[src/hw/rtl/matk_pkg.sv]
// Shared types and constants of the mode aggregate tracker.
package matk_pkg;

  localparam int unsigned KEY_W    = 64;
  localparam int unsigned WEIGHT_W = 32;
  localparam int unsigned OUT_CNT_W = 32;

  // Classified item as it travels from the front queue to the table engine.
  typedef struct packed {
    logic                group_start;
    logic                skip;        // null item or zero weight: no table change
    logic [KEY_W-1:0]    key;
    logic [WEIGHT_W-1:0] weight;
  } op_t;

endpackage

[src/hw/rtl/matk_if.sv]
// Valid/ready channel interfaces for input items and result items.
interface matk_in_if;
  logic                                 valid;
  logic                                 ready;
  logic                                 group_start;
  logic                                 value_is_null;
  logic signed [matk_pkg::KEY_W-1:0]    key_value;
  logic        [matk_pkg::WEIGHT_W-1:0] weight;

  modport source (output valid, group_start, value_is_null, key_value, weight, input ready);
  modport sink   (input valid, group_start, value_is_null, key_value, weight, output ready);
endinterface


[src/hw/rtl/matk_front.sv]
// Front end: accept items, classify them and hold them in a two-entry queue.
module matk_front (
  input  logic            clk_i,
  input  logic            rst_ni,
  matk_in_if.sink         in_i,
  output logic            op_valid_o,
  output matk_pkg::op_t   op_o,
  input  logic            op_ready_i
);

  matk_pkg::op_t q_mem [2];
  logic [1:0]    count_q, count_d;
  logic          wr_ptr_q, rd_ptr_q;
  logic          push, pop;
  matk_pkg::op_t op_new;

  assign in_i.ready = (count_q != 2'd2);
  assign push       = in_i.valid && in_i.ready;
  assign op_valid_o = (count_q != 2'd0);
  assign pop        = op_valid_o && op_ready_i;
  assign op_o       = q_mem[rd_ptr_q];

  // A null item and a zero weight both leave the table alone.
  always_comb begin
    op_new.group_start = in_i.group_start;
    op_new.skip        = in_i.value_is_null || (in_i.weight == '0);
    op_new.key         = in_i.key_value;
    op_new.weight      = in_i.weight;
  end

  always_comb begin
    count_d = count_q;
    if (push && !pop) begin
      count_d = count_q + 2'd1;
    end else if (pop && !push) begin
      count_d = count_q - 2'd1;
    end
  end

  always_ff @(posedge clk_i or negedge rst_ni) begin
    if (!rst_ni) begin
      count_q  <= 2'd0;
      wr_ptr_q <= 1'b0;
      rd_ptr_q <= 1'b0;
    end else begin
      count_q <= count_d;
      if (push) wr_ptr_q <= ~wr_ptr_q;
      if (pop)  rd_ptr_q <= ~rd_ptr_q;
    end
  end

  always_ff @(posedge clk_i) begin
    if (push) q_mem[wr_ptr_q] <= op_new;
  end

  a_count_bound : assert property (@(posedge clk_i) disable iff (!rst_ni)
    count_q != 2'd3)
    else $error("front queue count out of range");

endmodule

[src/flat_wrapper.sv]
// flat-port wrapper written by rule: the top's interface ports become plain ports
module matk_front_flat 
  (clk_i, rst_ni, op_valid_o, op_o, op_ready_i, in_i_valid, in_i_group_start, in_i_value_is_null, in_i_key_value, in_i_weight, in_i_ready);
  matk_in_if in_i_i ();
  input  logic clk_i;
  input  logic rst_ni;
  output logic op_valid_o;
  output matk_pkg::op_t op_o;
  input  logic op_ready_i;
  input wire logic [$bits(in_i_i.valid)-1:0] in_i_valid;
  input wire logic [$bits(in_i_i.group_start)-1:0] in_i_group_start;
  input wire logic [$bits(in_i_i.value_is_null)-1:0] in_i_value_is_null;
  input wire logic [$bits(in_i_i.key_value)-1:0] in_i_key_value;
  input wire logic [$bits(in_i_i.weight)-1:0] in_i_weight;
  output wire logic [$bits(in_i_i.ready)-1:0] in_i_ready;
  assign in_i_i.valid = in_i_valid;
  assign in_i_i.group_start = in_i_group_start;
  assign in_i_i.value_is_null = in_i_value_is_null;
  assign in_i_i.key_value = in_i_key_value;
  assign in_i_i.weight = in_i_weight;
  assign in_i_ready = in_i_i.ready;
  matk_front u_core (.clk_i(clk_i), .rst_ni(rst_ni), .in_i(in_i_i), .op_valid_o(op_valid_o), .op_o(op_o), .op_ready_i(op_ready_i));
endmodule
[config.mk]
export PLATFORM = sky130hd
export DESIGN_NAME = matk_front_flat
export DESIGN_NICKNAME = d
export VERILOG_FILES = /design/src/hw/rtl/matk_pkg.sv /design/src/hw/rtl/matk_if.sv /design/src/hw/rtl/matk_front.sv /design/src/flat_wrapper.sv
export SDC_FILE = /design/constraint.sdc
export NUM_CORES = 1
export LEC_CHECK = 0
export BUFFER_PORTS_ARGS = -buffer_cell sky130_fd_sc_hd__buf_2
export CORE_ASPECT_RATIO = 0.9
export CORE_MARGIN = 2
export CORE_UTILIZATION = 28
export CTS_CLUSTER_DIAMETER = 150
export DETAILED_ROUTE_END_ITERATION = 10
export SYNTH_ARGS = -nofsm -noshare
export SYNTH_HDL_FRONTEND = slang
export SYNTH_SLANG_ARGS = --single-unit
[constraint.sdc]
create_clock -name clk_i -period 6.7 [get_ports clk_i]
set_clock_uncertainty 0.2 [all_clocks]
set_input_delay 0.67 -clock clk_i [delete_from_list [all_inputs] [get_ports clk_i]]
set_output_delay 0.67 -clock clk_i [all_outputs]
set_load 0.05 [all_outputs]
* Word level (Yosys, flattened, before mapping)
Memory sizes are Yosys's and may differ from the RTL's.
Index checks and enable logic that the tools add are counted.
** Storage, ports and cells
- RAM bits :: 196
- Word-level logic and storage cells :: 23
- Memories kept :: 1
- Output and inout port bits :: 100
- Register bits after elaboration :: 4
** Memories
- u_core.q_mem :: depth 2, bits a word 98, read ports 1, clocked after Yosys merged registers in 0, write ports 1, line matk_front.sv:11 : matk_pkg::op_t q_mem [2];
** Cells by class
- Add/sub/neg operators :: 2
- Bitwise gates (word level) :: 2
- Reduce and logical (&&, ||, !) cells :: 10
- Eq/ne operators :: 1
- Muxes and demuxes :: 4
** Operator list (count)
- $logic_not 32->1 :: 1
- $logic_and 1x1->1 :: 4
- $mux 2 :: 2
- $reduce_bool 2->1 :: 2
- $add 2x1->2 const B :: 1
- $logic_not 1->1 :: 2
- $mux 1 :: 2
- $ne 2x2->1 const B :: 1
- $not 1->1 :: 2
- $sub 2x1->2 const B :: 1
- $logic_or 1x1->1 :: 1

* Logic depth before layout (Yosys ltp)
- Depth after elaboration :: 6
- Depth in mapped cells :: 7
- Mapped depth without buffers :: 7

* Worst setup path before layout
No wires, ideal clock.
- Kind :: register to register
- Start :: register u_core.count_q[0]
- End :: memory u_core.q_mem[0][0] in the netlist's numbering (enable)
- Path buffers :: 0
- Library setup time :: 0.556 ns
- Arrival :: 5.150 ns
- Stages on the path, launching flop included :: 4
- Clock period less this slack :: 5.907 ns
- Slack :: 0.793 ns
- Cells stage by stage :: dfrtp_1 nand2b_1 nand2_1 nor2_1
** Between the ends
- Longest elaborated chain between the ends :: 4
** RTL lines
- start: declaration :: line matk_front.sv:12 : logic [1:0] count_q, count_d;
- start signal: assignment :: line matk_front.sv:46 : count_q <= count_d;
- $ne 2x2->1 :: line matk_front.sv:17 : assign in_i.ready = (count_q != 2'd2);
- net in_i_ready :: line flat_wrapper.sv:15 : output wire logic [$bits(in_i_i.ready)-1:0] in_i_ready;
- $logic_and 1x1->1 :: line matk_front.sv:18 : assign push = in_i.valid && in_i.ready;
- $mux 1 :: line matk_front.sv:53 : if (push) q_mem[wr_ptr_q] <= op_new;
- $mux 1 (implied by the code) :: line matk_front.sv:53
- end: declaration :: line matk_front.sv:11
The timed path passes the listed nets, and every way through them passes these cells.

==> results.md <==
- Clk network pwr share: 0.208
- Worst-skew pair later-pin latency: between 400 and 500 ps
- Die Width: approximately 170 um
- Maximum VDD drop: between 0.2 and 0.25 mV
- Number of flops mapped to enable cells by yosys: between 150 and 200
- R2R Setup Slk: 4140 ps
- First-pass GRT wire length: between 20000 and 25000 um
- Largest net degree at the start of global routing: 54
- Hold Path Cell Cnt: 1
- Least-Margin Pin Slew: about 750 ps
- Sw Share: 0.420
- Nature of the critical path startpoint: flip-flop
- Drt drc: 0
- Fin nets: about 650
- Hold EP: u_core.q_mem[1][66]
- Mapped Avg Cell Area: between 20 and 25 um2
- Multi-input gate area: ~0.0013 mm2
- Top-count cell post-synth: edfxtp_1
- R2R cell count: 3
- Overflow after GRT: 0
- Area Growth Syn to Fin: 27.1%
- Initial antenna violation count: 0
- Power Dens Cells: just over 500 mW/mm2
- TNS Setup: 0 ps
- Tightest Hold Check Type: in -> reg
- Hold slack: between 200 and 250 ps
- Worst r2r src: u_core.count_q[0]
- Sequential power share: 0.385
- Post-Synthesis Cells: between 300 and 400
- Die area: about 0.028 mm2
- Core ar.: around 0.026 mm2
- RSZ-0062 raised after global routing: no
- Critical path data arrival time: ~2700 ps
- Req. time, crit path: between 5000 and 6000 ps
- Worst-path clk slew: around 70 ps
- Die Y-Extent: roughly 160 um
- Routability-driven placement congestion ratio: ~0.74
- Commonest cells post-synth: edfxtp_1, mux2_2, mux2_4, buf_2, nor4_1
- Min cycle time layout: about 3500 ps
- FMAX: approximately 280 MHz
- N_diodes: 0
- Status: complete, no violations
- Io pins: between 200 and 250
- Final setup vio count: 0
- Max-cap violations: 0
- Register area share after synthesis: 0.813
- Post-CTS Resized: 0
- Worst setup margin: 3160 ps
- Internal: roughly 2800 uW
- Final count of pins violating max slew: 0
- Ratio of cells with drive above 1 in the final layout: 0.599
- Combinational Power Share: 0.408
- Register area: 0.00599 mm2
- Hold_buf cts: 1
- Post-DP HPWL: between 9000 and 10000 um
- Post-Syn Area: roughly 0.0074 mm2
- Slew margin rel.: 0.497
- Placed instance count: roughly 880
- Switching power: ~2000 uW
- Synthesized Nets: 437
- Fill cells: 2490
- P_leak: 0.00343 uW
- Distinct cells, synth: 18
- H-tree Lvls: 4
- Via count: roughly 3800
- Maximum fanout along the worst path: 53
- DR iter-0 viols: 193
- Setup CP Type: reg -> out
- 1st-pass router iterations: 4
- Area leader, netlist: edfxtp_1
- Vias in the first global route: about 4000
- Synth area leaders: edfxtp_1, mux2_2, mux2_4, dfrtp_1, nor4_1
- Number of buffers created by CTS: 17
- Final core utilization: 0.361
- Seq cells post-synth: 200
- Crit share post-route: 0.529
- Synthesis Warnings: 0
- Hold Vio Cnt, Final: 0
- Post-synth top area share: 0.799
- Routed len/inst: 16.3 um
- Hold Startpoint: in_i_key_value[34]
- Element type at the critical path end: output pin
- GR Util All Layers: 0.108
- Fraction of registers with async set/reset: 0.0200
- Final cell count without fillers: a little over 900
- Num Clock Sinks: 200
- TritonCTS clock tree: done
- Worst r2r dst: u_core.q_mem[1][4]
- Via density per instance: ~4.2
- Top FF cell, synth: edfxtp_1
- Initial Util: 0.284
- Clk buf depth: 2
- Clock root buffer: clkbuf_16
- Routed Antenna Nets: 0
- Core Rows: 56
- Post-CTS Repair Setup Buffers: 0
- Total wire length: roughly 15000 um
- Post-Place Setup Slack: between 3000 and 4000 ps
- PortBufs: ~200
[layout by cell type, fill, tap and decap left out, types with 3 or more instances in the layout]
cell and count:
clkinvlp_4 3, mux2_4 10, nor4_1 8, edfxtp_1 196, inv_8 4, clkbuf_16 17
xnor2_1 3, mux2_2 88, dfrtp_1 3, buf_4 4, buf_2 201
[worst max path at each step]
stage	depth (start not counted)	slack, ps	endpoint	from
after floorplan	3	790	u_core.q_mem[0][0]	u_core.count_q[0]
after global placement	3	3590	op_o[66]	u_core.rd_ptr_q
after detailed placement	3	3540	op_o[66]	u_core.rd_ptr_q
after CTS	3	3060	op_o[8]	u_core.rd_ptr_q
after global routing	3	2980	op_o[8]	u_core.rd_ptr_q
final	3	3160	op_o[8]	u_core.rd_ptr_q
[area by class of cell]
cell class / count / share of cell area
tap: 348 / 0.0465
clock inverter: 14 / 0.0150
inverter: 1 / 0.000401
sequential: 200 / 0.640
clock buffer: 18 / 0.0459
multi-input combinational: 122 / 0.140
timing repair buffer: 206 / 0.112
[metal layers]
metal	GRT usage	part of all wire
met4	0.0353	0.015
met5	0	0
met1	0.129	0.42
met3	0.0382	0.069
met2	0.182	0.49
[worst max-delay path: stages (launching register included)]
cell and delay, ps:
dfrtp_4 860, buf_4 710, mux2_2 420, buf_2 210
[metrics by stage]
step	cell area [um2]	total power (uW)
6_report	9360	4770
3_5_place_dp	8780	3840
4_1_cts	9360	4850
2_1_floorplan	7360	3440
3_3_place_gp	8780	3800
5_1_grt	9360	4990
[registers in the layout, indices dropped and copies added, names as in the netlist]
name             count
u_core.count_q       2
u_core.q_mem       196
u_core.rd_ptr_q      1
u_core.wr_ptr_q      1
[kinds of logic (layout without fill, tap and decap cells)]
group / count (synthesis) / in the layout / synth area share
simple gates: 17 / 17 / 0.0131
xor+xnor: 5 / 5 / 0.00595
mux: 98 / 98 / 0.155
fa+ha+maj: 1 / 1 / 0.00170
flops: 200 / 200 / 0.813
compound gates: 1 / 1 / 0.00102
buf+inv: 12 / 239 / 0.0105
[power groups by stage]
stage               clock (uW)  sequential [uW]  combinational [uW]
finish                     992             1840                1940
global route              1080             1870                2040
CTS                       1040             1840                1970
detailed placement           0             1870                1970
global placement             0             1860                1950
floorplan                    0             1820                1620
(Power assumes the default switching activity.)
